[config.mk]
export PLATFORM = sky130hd
export DESIGN_NAME = relay_driver_spi_command_framer_unit
export DESIGN_NICKNAME = d
export VERILOG_FILES = /design/src/rtl/core/rdsf_pkg.sv /design/src/rtl/core/rdsf_decode.sv /design/src/rtl/core/rdsf_serialiser.sv /design/src/rtl/core/relay_driver_spi_command_framer_unit.sv
export SDC_FILE = /design/constraint.sdc
export NUM_CORES = 1
export LEC_CHECK = 0
export ABC_AREA = 1
export BUFFER_PORTS_ARGS = -buffer_cell sky130_fd_sc_hd__buf_4
export CELL_PAD_IN_SITES_DETAIL_PLACEMENT = 1
export CELL_PAD_IN_SITES_GLOBAL_PLACEMENT = 2
export CORE_ASPECT_RATIO = 0.9
export CORE_MARGIN = 5
export CORE_UTILIZATION = 39
export DETAILED_ROUTE_END_ITERATION = 10
export PLACE_DENSITY_LB_ADDON = 0.1
export REMOVE_ABC_BUFFERS = 1
export SLEW_MARGIN = 30
export SYNTH_ARGS = -nofsm -noshare
export SYNTH_HDL_FRONTEND = slang
export SYNTH_SLANG_ARGS = --single-unit
[constraint.sdc]
create_clock -name clk_i -period 2.6 [get_ports clk_i]
set_clock_uncertainty 0.2 [all_clocks]
set_input_delay 0.52 -clock clk_i [delete_from_list [all_inputs] [get_ports clk_i]]
set_output_delay 0.52 -clock clk_i [all_outputs]
set_load 0.01 [all_outputs]
[src/rtl/core/rdsf_pkg.sv]
package rdsf_pkg;

  localparam int unsigned AddrW  = 5;
  localparam int unsigned DataW  = 8;
  localparam int unsigned FrameW = 16;
  localparam int unsigned ChanW  = 4;
  localparam int unsigned PctW   = 7;
  localparam int unsigned OpW    = 3;

  localparam logic [AddrW-1:0] ADDR_HSLS    = 5'h01;
  localparam logic [AddrW-1:0] ADDR_INRUSH  = 5'h04;
  localparam logic [AddrW-1:0] ADDR_SWITCH  = 5'h06;
  localparam logic [AddrW-1:0] ADDR_MAP_ALL = 5'h09;
  localparam logic [AddrW-1:0] ADDR_MAP_LED = 5'h0A;
  localparam logic [AddrW-1:0] ADDR_DUTY_G  = 5'h0B;
  localparam logic [AddrW-1:0] ADDR_DUTY_L  = 5'h0C;

  localparam logic [DataW-1:0] HIGH_SIDE_RESET = 8'h03;
  localparam logic [PctW-1:0]  PCT_MAX         = 7'd100;

  typedef enum logic [OpW-1:0] {
    OP_SWITCH = 3'd0,
    OP_DUTY   = 3'd1,
    OP_MAP    = 3'd2,
    OP_SIDE   = 3'd3,
    OP_INRUSH = 3'd4
  } op_e;

  // one or two frames worth of address and data, or a reject
  typedef struct packed {
    logic             rej;
    logic             two;
    logic [AddrW-1:0] addr0;
    logic [DataW-1:0] data0;
    logic [AddrW-1:0] addr1;
    logic [DataW-1:0] data1;
  } pair_t;

  function automatic logic [FrameW-1:0] make_frame(input logic [AddrW-1:0] addr,
                                                    input logic [DataW-1:0] data,
                                                    input logic             tog);
    logic par;
    par = ~(^{1'b1, addr, data});
    return {1'b1, addr, data, par, tog};
  endfunction

endpackage

[src/rtl/core/rdsf_decode.sv]
module rdsf_decode (
  input  logic                         clk_i,
  input  logic                         rst_ni,
  input  logic                         in_valid_i,
  output logic                         in_ready_o,
  input  logic [rdsf_pkg::OpW-1:0]     op_i,
  input  logic [rdsf_pkg::ChanW-1:0]   chan_i,
  input  logic                         enable_i,
  input  logic                         use_general_i,
  input  logic                         use_led_i,
  input  logic [rdsf_pkg::PctW-1:0]    duty_percent_i,
  output logic                         pair_valid_o,
  input  logic                         pair_ready_i,
  output rdsf_pkg::pair_t              pair_o
);
  import rdsf_pkg::*;

  // floor(x/100) as (x*Recip) >> RecipSh, exact for x up to 25500
  localparam logic [12:0] Recip   = 13'd5243;
  localparam int unsigned RecipSh = 19;

  logic [DataW-1:0] on_q, on_d, hs_q, hs_d, gen_q, gen_d, led_q, led_d, inr_q, inr_d;
  logic             pair_valid_q, pair_valid_d;
  pair_t            pair_q, pair_d;

  logic [DataW-1:0] bit_sel;
  logic             bad_ch;
  logic             produce;
  logic             accept;
  logic [PctW-1:0]  pct_c;
  logic [14:0]      scaled;
  logic [27:0]      prod;
  logic [DataW-1:0] duty_val;

  assign bit_sel = DataW'(1) << chan_i[2:0];
  assign bad_ch  = chan_i[3];

  assign pct_c    = (duty_percent_i > PCT_MAX) ? PCT_MAX : duty_percent_i;
  assign scaled   = {pct_c, 8'b0} - 15'(pct_c);
  assign prod     = 28'(scaled) * 28'(Recip);
  assign duty_val = prod[RecipSh+DataW-1:RecipSh];

  assign in_ready_o = !pair_valid_q || pair_ready_i;
  assign accept     = in_valid_i && in_ready_o;

  always_comb begin
    on_d    = on_q;
    hs_d    = hs_q;
    gen_d   = gen_q;
    led_d   = led_q;
    inr_d   = inr_q;
    produce = 1'b1;
    pair_d  = '0;
    case (op_i)
      OP_SWITCH: begin
        if (bad_ch) begin
          pair_d.rej = 1'b1;
        end else begin
          on_d         = enable_i ? (on_q | bit_sel) : (on_q & ~bit_sel);
          pair_d.addr0 = ADDR_SWITCH;
          pair_d.data0 = on_d;
        end
      end
      OP_DUTY: begin
        // channel is ignored here
        produce      = use_general_i || use_led_i;
        pair_d.two   = use_general_i && use_led_i;
        pair_d.addr0 = use_general_i ? ADDR_DUTY_G : ADDR_DUTY_L;
        pair_d.data0 = duty_val;
        pair_d.addr1 = ADDR_DUTY_L;
        pair_d.data1 = duty_val;
      end
      OP_MAP: begin
        if (bad_ch || (use_general_i && use_led_i)) begin
          pair_d.rej = 1'b1;
        end else begin
          gen_d        = use_general_i ? (gen_q | bit_sel) : (gen_q & ~bit_sel);
          led_d        = use_led_i ? (led_q | bit_sel) : (led_q & ~bit_sel);
          pair_d.two   = 1'b1;
          pair_d.addr0 = ADDR_MAP_ALL;
          pair_d.data0 = gen_d | led_d;
          pair_d.addr1 = ADDR_MAP_LED;
          pair_d.data1 = led_d;
        end
      end
      OP_SIDE: begin
        // channels 0 and 1 are high side only
        if (bad_ch || (chan_i[3:1] == 3'b000 && !enable_i)) begin
          pair_d.rej = 1'b1;
        end else begin
          hs_d         = enable_i ? (hs_q | bit_sel) : (hs_q & ~bit_sel);
          pair_d.addr0 = ADDR_HSLS;
          pair_d.data0 = hs_d;
        end
      end
      OP_INRUSH: begin
        if (bad_ch) begin
          pair_d.rej = 1'b1;
        end else begin
          inr_d        = enable_i ? (inr_q | bit_sel) : (inr_q & ~bit_sel);
          pair_d.addr0 = ADDR_INRUSH;
          pair_d.data0 = inr_d;
        end
      end
      default: begin
        pair_d.rej = 1'b1;
      end
    endcase
  end

  always_comb begin
    pair_valid_d = pair_valid_q;
    if (accept) begin
      pair_valid_d = produce;
    end else if (pair_ready_i) begin
      pair_valid_d = 1'b0;
    end
  end

  always_ff @(posedge clk_i or negedge rst_ni) begin
    if (!rst_ni) begin
      on_q         <= '0;
      hs_q         <= HIGH_SIDE_RESET;
      gen_q        <= '0;
      led_q        <= '0;
      inr_q        <= '0;
      pair_valid_q <= 1'b0;
    end else begin
      pair_valid_q <= pair_valid_d;
      if (accept) begin
        on_q  <= on_d;
        hs_q  <= hs_d;
        gen_q <= gen_d;
        led_q <= led_d;
        inr_q <= inr_d;
      end
    end
  end

  always_ff @(posedge clk_i) begin
    if (accept) begin
      pair_q <= pair_d;
    end
  end

  assign pair_valid_o = pair_valid_q;
  assign pair_o       = pair_q;

  // a held pair must not change until the serialiser takes it
  assert property (@(posedge clk_i) disable iff (!rst_ni)
    pair_valid_q && !pair_ready_i |=> pair_valid_q && $stable(pair_q))
    else $error("pending pair overwritten");

  // low side must never be set on channels 0 and 1
  assert property (@(posedge clk_i) disable iff (!rst_ni) hs_q[1:0] == 2'b11)
    else $error("channel 0 or 1 left on low side");

endmodule

[src/rtl/core/rdsf_serialiser.sv]
module rdsf_serialiser (
  input  logic                          clk_i,
  input  logic                          rst_ni,
  input  logic                          pair_valid_i,
  output logic                          pair_ready_o,
  input  rdsf_pkg::pair_t               pair_i,
  output logic                          out_valid_o,
  input  logic                          out_ready_i,
  output logic [rdsf_pkg::FrameW-1:0]   frame_o,
  output logic                          last_o,
  output logic                          rej_o
);
  import rdsf_pkg::*;

  logic  busy_q, busy_d;
  logic  idx_q, idx_d;
  logic  tog_q, tog_d;
  pair_t pair_q;
  logic  out_fire;
  logic  load;

  assign out_valid_o  = busy_q;
  assign rej_o        = pair_q.rej;
  assign last_o       = pair_q.rej || !pair_q.two || idx_q;
  assign frame_o      = pair_q.rej ? '0 :
                        idx_q ? make_frame(pair_q.addr1, pair_q.data1, tog_q) :
                                make_frame(pair_q.addr0, pair_q.data0, tog_q);

  assign out_fire     = busy_q && out_ready_i;
  assign pair_ready_o = !busy_q || (out_fire && last_o);
  assign load         = pair_valid_i && pair_ready_o;

  always_comb begin
    busy_d = busy_q;
    idx_d  = idx_q;
    tog_d  = tog_q;
    if (out_fire) begin
      // the toggle flips only on real frames
      if (!pair_q.rej) begin
        tog_d = ~tog_q;
      end
      if (last_o) begin
        busy_d = 1'b0;
      end else begin
        idx_d = 1'b1;
      end
    end
    if (load) begin
      busy_d = 1'b1;
      idx_d  = 1'b0;
    end
  end

  always_ff @(posedge clk_i or negedge rst_ni) begin
    if (!rst_ni) begin
      busy_q <= 1'b0;
      idx_q  <= 1'b0;
      tog_q  <= 1'b0;
    end else begin
      busy_q <= busy_d;
      idx_q  <= idx_d;
      tog_q  <= tog_d;
    end
  end

  always_ff @(posedge clk_i) begin
    if (load) begin
      pair_q <= pair_i;
    end
  end

  assert property (@(posedge clk_i) disable iff (!rst_ni)
    !(out_fire && !pair_q.rej) |=> $stable(tog_q))
    else $error("frame toggle moved without a frame");

  assert property (@(posedge clk_i) disable iff (!rst_ni)
    busy_q && pair_q.rej |-> frame_o == '0 && last_o)
    else $error("rejected beat not a single zero frame");

endmodule

[src/rtl/core/relay_driver_spi_command_framer_unit.sv]
// Command framer for an eight-channel low-side/high-side output driver.
// s_axis carries one channel command per beat: tuser is the operation,
// tdata the channel, flags and duty percent. m_axis carries 16-bit SPI
// write frames, one or two per command; tlast marks the final frame of a
// command and tuser flags a rejected command, whose single frame is zero.
// A duty command with no generator selected gives no beat at all.
// A command accepted on s_axis is registered by the decode stage, then
// loaded into the serialiser, which presents its first frame on m_axis.
// Throughput: one command per cycle when it yields one frame and the
// receiver is ready; the output channel moves one frame per cycle while
// m_axis_tready is high, so the frame count sets the rate.
// The decode stage holds one command while the serialiser emits, so input
// keeps flowing while a finished frame waits for the receiver. When the
// receiver stalls, frames and tlast hold and the input stalls once both
// stages are full. Reset clears all shadow masks except the high-side
// mask (channels 0 and 1 high side) and the frame toggle starts at zero.
module relay_driver_spi_command_framer_unit (
  input  logic        clk_i,
  input  logic        rst_ni,
  input  logic        s_axis_tvalid,
  output logic        s_axis_tready,
  // channel[3:0], enable[4], use_general[5], use_led[6], duty_percent[13:7], zero[15:14]
  input  logic [15:0] s_axis_tdata,
  // operation[2:0]
  input  logic [2:0]  s_axis_tuser,
  output logic        m_axis_tvalid,
  input  logic        m_axis_tready,
  // frame[15:0]
  output logic [15:0] m_axis_tdata,
  output logic        m_axis_tlast,
  // rejected[0]
  output logic        m_axis_tuser
);
  import rdsf_pkg::*;

  logic  pair_valid;
  logic  pair_ready;
  pair_t pair;

  rdsf_decode u_decode (
    .clk_i          (clk_i),
    .rst_ni         (rst_ni),
    .in_valid_i     (s_axis_tvalid),
    .in_ready_o     (s_axis_tready),
    .op_i           (s_axis_tuser),
    .chan_i         (s_axis_tdata[3:0]),
    .enable_i       (s_axis_tdata[4]),
    .use_general_i  (s_axis_tdata[5]),
    .use_led_i      (s_axis_tdata[6]),
    .duty_percent_i (s_axis_tdata[13:7]),
    .pair_valid_o   (pair_valid),
    .pair_ready_i   (pair_ready),
    .pair_o         (pair)
  );

  rdsf_serialiser u_serialiser (
    .clk_i        (clk_i),
    .rst_ni       (rst_ni),
    .pair_valid_i (pair_valid),
    .pair_ready_o (pair_ready),
    .pair_i       (pair),
    .out_valid_o  (m_axis_tvalid),
    .out_ready_i  (m_axis_tready),
    .frame_o      (m_axis_tdata),
    .last_o       (m_axis_tlast),
    .rej_o        (m_axis_tuser)
  );

endmodule
**Yosys cells after proc, flatten, opt, wreduce, memory -nomap -nowiden**

Index checks and enable logic that the tools add are counted.

- Add/sub/neg operators: 1
- Multipliers: 1
- Div/mod/pow operators: 0
- Order comparisons: 1
- Equal/unequal tests: 5
- Shift operators: 1
- Mux-type cells: 29
- Bitwise gates (word level): 19
- Reduce and logical (&&, ||, !) cells: 32

Operator list:

| cell | count |
|---|---|
| $pmux W13 S5 | 1 |
| $or A8 B8 Y8 | 6 |
| $and A8 B8 Y8 | 5 |
| $mux W8 | 5 |
| $reduce_xor A14 Y1 | 2 |
| $mul A15 B13 Y27 const B | 1 |
| $mux W27 | 1 |
| $pmux W13 S2 | 1 |
| $mux W11 | 2 |
| $mux W16 | 1 |
| $mux W15 | 1 |
| $sub A15 B7 Y15 | 1 |
| $mux W1 | 12 |
| $reduce_and A3 Y1 | 4 |
| $mux W9 | 1 |
| $not A8 Y8 | 1 |
| $shl A1 B3 Y8 const A | 1 |
| $gt A7 B7 Y1 const B | 1 |
| $logic_or A1 B1 Y1 | 7 |
| $mux W7 | 1 |
| $not A1 Y1 | 7 |
| $eq A3 B2 Y1 const B | 2 |
| $logic_and A1 B1 Y1 | 6 |
| $logic_not A3 Y1 | 2 |
| 10 further kinds | 17 |

- Flip-flop bits (word level): 100
- Bits in latches: 0
- RAM bits: 0
- Memory bits (read-only): 0
- Input bits: 23
- Output and inout bits: 20
- Memories kept: 0

**Logic depth before layout (Yosys ltp)**

Gate-level depths: netlist (run 1).

- Depth in word-level cells: 8
- Mapped depth: 36
- Gate-level depth less buffers: 36

**Cells and area by module**

From an unflattened synthesis (run 1), not the netlist that was laid out.

- Cell total of the unflattened synthesis: 1174
- Area, all modules: 9286.4 um^2

Modules (own cells, without submodules):

| module | instances | cells an instance | area each (um^2) | sequential area each (um^2) |
|---|---|---|---|---|
| rdsf_decode | 1 | 996 | 7706.1 | 1779.2 |
| rdsf_serialiser | 1 | 178 | 1580.3 | 915.9 |

**Worst setup path before layout (run 1)**

No wires, ideal clock.

- Path kind: input port to flip-flop
- Start: in s_axis_tdata[7]
- End: reg u_decode.pair_q, in the netlist u_decode.pair_o[20] (data pin)
- Data arrival time: 5.802 ns
- Required time: 2.142 ns
- Path slack: -3.661 ns
- Stages on the path: 30
- Cell sequence: nor2_1 > nor2_1 > o31ai_4 > nand2_1 > ha_1 > inv_1 > nor2_1 > nand2_2 > nand3_1 > xnor2_1 > inv_1 > ha_1 > fa_1 > fa_1 > fa_1 > inv_1 > fa_1 > inv_1 > ha_1 > nand2_1 > nand2_1 > o21bai_1 > nand2_1 > nand2_1 > nand2_1 > nand2_1 > nor2_1 > nand3_1 > nand3_1 > nand2_1

RTL lines:

| element | RTL line | text |
|---|---|---|
| from (decl) | relay_driver_spi_command_framer_unit.sv:23 | `input logic [15:0] s_axis_tdata,` |
| to (signal assigned) | rdsf_decode.sv:142 | `pair_q <= pair_d;` |
| to (decl) | rdsf_decode.sv:24 | `pair_t pair_q, pair_d;` |

==> results.sh, run 1 <==
export IMPL_status="complete, but fails checks"
export IMPL_violations="negative setup slack"
export IMPL_final_layout_size_suffix_gt1_share_pct=32.1
export IMPL_timing_critical_path_buf_inv=9
export IMPL_core_area_um2=22600
export IMPL_post_route_drc_count=0
export IMPL_multi_input_area_um2=6250
export IMPL_clkLatencyLatePin_ps=340
export IMPL_regToRegStartpoint="u_serialiser.rej_o$_DFFE_PP_"
export IMPL_crit_path_start="s_axis_tdata[7]"
export IMPL_start_util_pct=39.8
export IMPL_pin_count=43
export IMPL_syn_area_um2=8990
export IMPL_report_final_slew_viol_count=0
export IMPL_fin_crit_ps=5880
export IMPL_clock_sinks=94
export IMPL_layout_commonest_cell="nand2_1"
export IMPL_crit_required_ps=2490
export IMPL_yosysSeqAreaShare_pct=29.0
export IMPL_setup_viol=16
export IMPL_numCtsBuffers=9
export IMPL_crit_path_max_fanout=3
export IMPL_cp_arrival_ps=5770
export IMPL_reg2reg_slack_ps=340
export IMPL_synth_cell_types=50
export IMPL_rows=52
export IMPL_min_period_over_period_pct=226
export IMPL_dieArea_um2=26200
export IMPL_regArea_um2=2610
export IMPL_antenna_found_initial=0
export IMPL_num_vias=7813
export IMPL_endpoint_kind="register"
export IMPL_antenna_cells=0
export IMPL_rr_worst_depth=10
export IMPL_cp_endpoint="u_decode.pair_o[5]$_DFFE_PP_"
export IMPL_mostFrequentLayoutCells="205 x nand2_1, 194 x inv_1, 176 x buf_4"
export IMPL_nets=1465
export IMPL_die_y_um=154
export IMPL_drt_iter0_drc=355
export IMPL_cts_tree="yes"
export IMPL_dieWidth_um=170
export IMPL_gp_congestion=0.863
export IMPL_grt_max_degree=45
export IMPL_wl_um=28700
export IMPL_slew_limit_headroom_pct=58.8
export IMPL_io_buffers=39
export IMPL_synth_seq_cells=94
export IMPL_cts_clk_slew_worst_paths_ps=70
export IMPL_ctsHtreeMaxLevel=3
export IMPL_wl_per_cell_um=18.2
export IMPL_ant_nets=0
export IMPL_pre_cts_slack_ps=-3840
export IMPL_avgSynthCellArea_um2=8.27
export IMPL_synthCells=1088
export IMPL_r2r_end="u_decode.hs_q[4]$_DFFE_PN0P_"
export IMPL_path_class="primary input to register"
export IMPL_worst_slack_ps=-3280
export IMPL_holdWs_ps=219
export IMPL_vias_per_cell=4.95
export IMPL_hold_viol=0
export IMPL_worst_pin_slew_ps=618
export IMPL_grt_overflow=0
export IMPL_cap_violations=0
export IMPL_critPathMaxStageDelay_ps=550
export IMPL_track_usage_pct=21.7
export IMPL_cp_common_cell="inv_2"
export IMPL_setup_tns_ps=-50960
export IMPL_dpl_hpwl_um=21800
export IMPL_drt_pass1_iterations=5
export IMPL_cts_root_buffer_cell="clkbuf_16"
export IMPL_holdCritPathClass="register to register"
export IMPL_yosysWarnings=0
export IMPL_cpLargestDelayFamily="adder cells"
export IMPL_fill_cells=2682
export IMPL_rsz0062_at_grt="true"
export IMPL_start_kind="primary input"
export IMPL_crit_slowest_cell="fa_1"
export IMPL_grt_pass1_wl_um=45100
export IMPL_area_growth_synth_to_final_pct=32.6
export IMPL_worstSetupPathDepth=33
export IMPL_clockBufferDepth=2
export IMPL_first_global_vias=8369
export IMPL_timing_fmax_mhz=170
## layout make-up
class | count | share of cell area, %
clock buffers | 9 | 1.89
clock inverters | 7 | 0.525
inverters | 245 | 7.77
multi-input cells | 737 | 52.4
flip-flops and latches | 94 | 21.8
well taps | 297 | 3.12
repair buffers | 189 | 12.5
## how the worst min path moves through the flow
| stage | from | end | slack [ps] | cells past startpoint |
|---|---|---|---|---|
| 4_1_cts | u_decode.pair_o[27]$_DFFE_PP_ | u_serialiser.rej_o$_DFFE_PP_ | 220 | 0 |
| 5_1_grt | u_decode.pair_o[14]$_DFFE_PP_ | u_serialiser.pair_q[14]$_DFFE_PP_ | 230 | 0 |
| 3_5_place_dp | u_decode.pair_o[27]$_DFFE_PP_ | u_serialiser.rej_o$_DFFE_PP_ | 210 | 0 |
| 3_3_place_gp | u_decode.pair_o[17]$_DFFE_PP_ | u_serialiser.pair_q[17]$_DFFE_PP_ | 200 | 0 |
| 6_report | u_decode.pair_o[0]$_DFFE_PP_ | u_serialiser.pair_q[0]$_DFFE_PP_ | 220 | 0 |
| 2_1_floorplan | rst_ni | u_decode.gen_q[0]$_DFFE_PN0P_ | 20 | 0 |
## sequential cells by signal, indices dropped and copies added (netlist names), 8 cells and up
| name | flops |
|---|---|
| u_decode.led_q | 8 |
| u_decode.pair_o | 25 |
| u_decode.inr_q | 8 |
| u_decode.on_q | 8 |
| u_serialiser.pair_q | 24 |
| u_decode.gen_q | 8 |
| u_decode.hs_q | 8 |
## cell families after synthesis
| family | after synthesis | share of synthesized area (%) |
|---|---|---|
| AO/OA/AOI/OAI | 145 | 9.32 |
| XOR/XNOR | 29 | 2.91 |
| adder cells (fa/ha/maj) | 166 | 28.6 |
| buffers and inverters | 257 | 11.0 |
| flip-flops | 94 | 29.0 |
| multiplexers | 6 | 0.751 |
| other | 1 | 0.0417 |
| AND/OR/NAND/NOR | 390 | 18.4 |
## stage by stage
step,utilization (%),instance area (µm²),instances
floorplan,-,8920,1076
global placement,46.7,10500,1536
detailed placement,46.7,10500,1536
CTS,51.0,11500,1567
global route,52.8,11900,1578
finish,52.8,11900,1578
## repair_timing
action	4_1_cts	5_1_grt
gates resized for setup	129	74
cloned	0	0
setup buffers	14	12
hold buffers	1	0
setup endpoints to repair	16	17
endpoints found under the hold margin	2	0
pin swaps	85	55
## per-layer routing
metal,vias up,wire length [µm],GRT usage [%]
li1,3801,-,-
met1,3896,14700,34.3
met2,94,13000,33.0
met3,22,742,2.13
met4,0,240,2.81
met5,-,0,0
## Yosys cell counts (all sizes together)
library cell	number	area, µm²
a211oi	4	30.0
a21o	7	52.6
a21oi	32	160
a22oi	1	7.51
and2	1	6.26
buf	8	55.1
clkbuf	4	15.0
clkinv	4	15.0
conb	1	3.75
dfrtp	42	1050
dfstp	2	52.6
edfxtp	50	1500
fa	66	1320
ha	100	1250
inv	241	905
mux2	6	67.6
nand2	248	968
nand3	43	225
nand3b	1	7.51
nand4	8	50.1
nor2	75	294
nor3	7	61.3
nor4	2	12.5
o211ai	2	20.0
o21a	1	7.51
o21ai	85	455
o21bai	2	15.0
o22ai	9	56.3
o31ai	2	33.8
or2	5	31.3
xnor2	18	158
xor2	11	104
Power of run 1 is left out: the tool's default activity adds up to more than one toggle a clock period on the data nets, which glitch-free logic cannot reach.
==> run 2, diff against run 1 <==
--- a/config.mk
+++ b/config.mk
@@ -11,11 +11,12 @@
 export CELL_PAD_IN_SITES_GLOBAL_PLACEMENT = 2
 export CORE_ASPECT_RATIO = 0.9
 export CORE_MARGIN = 5
-export CORE_UTILIZATION = 39
+export CORE_UTILIZATION = 38
 export DETAILED_ROUTE_END_ITERATION = 10
 export PLACE_DENSITY_LB_ADDON = 0.1
 export REMOVE_ABC_BUFFERS = 1
 export SLEW_MARGIN = 30
 export SYNTH_ARGS = -nofsm -noshare
 export SYNTH_HDL_FRONTEND = slang
+export SYNTH_HIERARCHICAL = 1
 export SYNTH_SLANG_ARGS = --single-unit
==> results.sh, run 2 <==
export IMPL_synth_edf_count=53
export IMPL_min_period_over_period_pct=224
export IMPL_first_global_vias=8587
export IMPL_timing_fmax_mhz=172
export IMPL_holdCritPathClass="primary input to asynchronous set/reset pin"
export IMPL_io_buffers=40
export IMPL_regToRegStartpoint="u_serialiser/rej_o$_DFFE_PP_"
export IMPL_violations="negative hold slack, negative setup slack"
export IMPL_endpoint_kind="register"
export IMPL_mostFrequentLayoutCells="264 x nand2_1, 236 x inv_1, 176 x buf_4"
export IMPL_ant_nets=0
export IMPL_grt_max_degree=45
export IMPL_holdWs_ps=-21.7
export IMPL_synth_common_cells="292 x nand2_1, 264 x inv_1, 100 x ha_1"
export IMPL_setup_viol=16
export IMPL_rsz0062_at_grt="true"
export IMPL_critPathMaxStageDelay_ps=530
export IMPL_vias_per_cell=4.82
export IMPL_numCtsBuffers=9
export IMPL_worst_pin_slew_ps=634
export IMPL_cp_common_cell="inv_2"
export IMPL_synth_cell_types=44
export IMPL_synth_top_area_cell="edfxtp_1"
export IMPL_synthArstFlopShare_pct=45.4
export IMPL_grt_pass1_wl_um=45000
export IMPL_report_final_slew_viol_count=0
export IMPL_cts_tree="yes"
export IMPL_synth_area_leaders="edfxtp_1 17%, fa_1 14%, ha_1 13%, nand2_1 12%, dfrtp_1 11%"
export IMPL_route_met2_wl_um=12200
export IMPL_pin_count=43
export IMPL_highest_layer="met5"
export IMPL_start_util_pct=38.4
export IMPL_slew_limit_headroom_pct=57.8
export IMPL_grt_overflow=0
export IMPL_synthCells=1174
export IMPL_wl_met1_um=14200
export IMPL_clkLatencyLatePin_ps=340
export IMPL_num_vias=8052
export IMPL_crit_path_start="s_axis_tdata[11]"
export IMPL_crit_slowest_cell="fa_1"
export IMPL_hold_viol=6
export IMPL_worst_slack_ps=-3220
export IMPL_drt_iter0_drc=330
export IMPL_dieWidth_um=175
export IMPL_synth_top_area_share_pct=17.1
export IMPL_track_usage_pct=20.5
export IMPL_fin_crit_ps=5820
export IMPL_status="complete, but fails checks"
export IMPL_wl_um=27500
export IMPL_wl_per_cell_um=16.5
export IMPL_layout_commonest_cell="nand2_1"
export IMPL_antenna_cells=0
export IMPL_clockBufferDepth=2
export IMPL_top_register="u_serialiser/pair_q"
export IMPL_gp_congestion=0.859
export IMPL_cap_violations=0
export IMPL_yosysSeqAreaShare_pct=29.0
export IMPL_ys_flop_type="edfxtp_1"
export IMPL_yosysMostFrequentCell="nand2_1"
export IMPL_largest_reg_flops=27
export IMPL_final_layout_size_suffix_gt1_share_pct=27.1
export IMPL_ctsHtreeMaxLevel=3
export IMPL_cts_clk_slew_worst_paths_ps=70
export IMPL_cp_arrival_ps=5710
export IMPL_core_area_um2=24200
export IMPL_syn_area_um2=9290
export IMPL_path_class="primary input to register"
export IMPL_die_y_um=158
export IMPL_crit_required_ps=2490
export IMPL_clock_sinks=97
export IMPL_area_growth_synth_to_final_pct=29.5
export IMPL_wl_met3_um=944
export IMPL_post_route_drc_count=0
export IMPL_crit_path_max_fanout=4
export IMPL_drt_pass1_iterations=4
export IMPL_dieArea_um2=27700
export IMPL_dpl_hpwl_um=22500
export IMPL_cts_root_buffer_cell="clkbuf_16"
export IMPL_synth_seq_cells=97
export IMPL_antenna_found_initial=1
export IMPL_start_kind="primary input"
export IMPL_rows=54
export IMPL_yosysWarnings=6
export IMPL_nets=1546
export IMPL_avgSynthCellArea_um2=7.91
run 2: cell types whose count changed after synthesis, sizes merged, moves of 6 or more:
cell,before,now
o21ai,85,103
o22ai,9,3
xnor2,18,9
inv,241,269
nor2,75,81
nand2,248,298
a21oi,32,42
mux2,6,0
a21o,7,1
run 2: repair_timing:
action	in CTS	in global routing
hold buffers	0	0
pin swaps	66	58
resized for setup	121	63
setup endpoints to repair	16	17
setup buffers	10	1
run 2: worst paths after layout:
path                                                     end  slack, ps  cells past startpoint
max                            u_decode/pair_o[16]$_DFFE_PP_      -3220                     32
min                           u_serialiser/tog_q$_DFFE_PN0P_        -20                      1
max reg2reg                     u_decode/hs_q[3]$_DFFE_PN0P_        390                     11
min reg2reg                u_serialiser/pair_q[14]$_DFFE_PP_        220                      0
max in group asynchronous      u_decode/led_q[0]$_DFFE_PN0P_       1780                      1
min in group clk_i         u_serialiser/pair_q[14]$_DFFE_PP_        220                      0
run 2: critical path: cells and delay by family:
family          cells  cell delay, ps
fa+ha+maj           7            2780
compound gates      1             240
buf+inv            10             660
simple gates       13            1300
xor+xnor            1             200
run 2: per-layer routing:
| metal | up-vias | GRT usage [%] |
|---|---|---|
| met4 | 2 | 2.80 |
| met5 | - | 0 |
| met1 | 3909 | 30.7 |
| li1 | 4037 | - |
| met3 | 18 | 3.04 |
| met2 | 86 | 32.6 |
run 2: through the flow:
| stage | cell area [µm²] | setup slack, ps | util [%] | setup TNS, ps | instances |
|---|---|---|---|---|---|
| 2_1_floorplan | 9220 | -3610 | - | -75560 | 1162 |
| 3_3_place_gp | 10900 | -3620 | 45.1 | -56980 | 1643 |
| 3_5_place_dp | 10900 | -3800 | 45.1 | -59420 | 1643 |
| 4_1_cts | 11800 | -3040 | 48.8 | -48260 | 1669 |
| 5_1_grt | 12000 | -3360 | 49.7 | -53040 | 1670 |
| 6_report | 12000 | -3220 | 49.7 | -50590 | 1670 |
run 2: area by class of cell:
| type | instances | area, µm² |
|---|---|---|
| Clock buffer | 10 | 239 |
| Clock inverter | 6 | 42.5 |
| Fill cell | 2926 | 12200 |
| Inverter | 271 | 1030 |
| Multi-Input combinational cell | 794 | 6220 |
| Sequential cell | 97 | 2700 |
| Tap cell | 308 | 385 |
| Timing Repair Buffer | 184 | 1420 |
run 2: logic make-up after synthesis:
logic type | share of synthesized area, %
AO/OA/AOI/OAI | 9.32
XOR/XNOR | 1.78
other | 0.0404
buffers and inverters | 11.7
flip-flops | 29.0
AND/OR/NAND/NOR | 20.4
adder cells (fa/ha/maj) | 27.7
Power of run 2 is left out for the same reason.
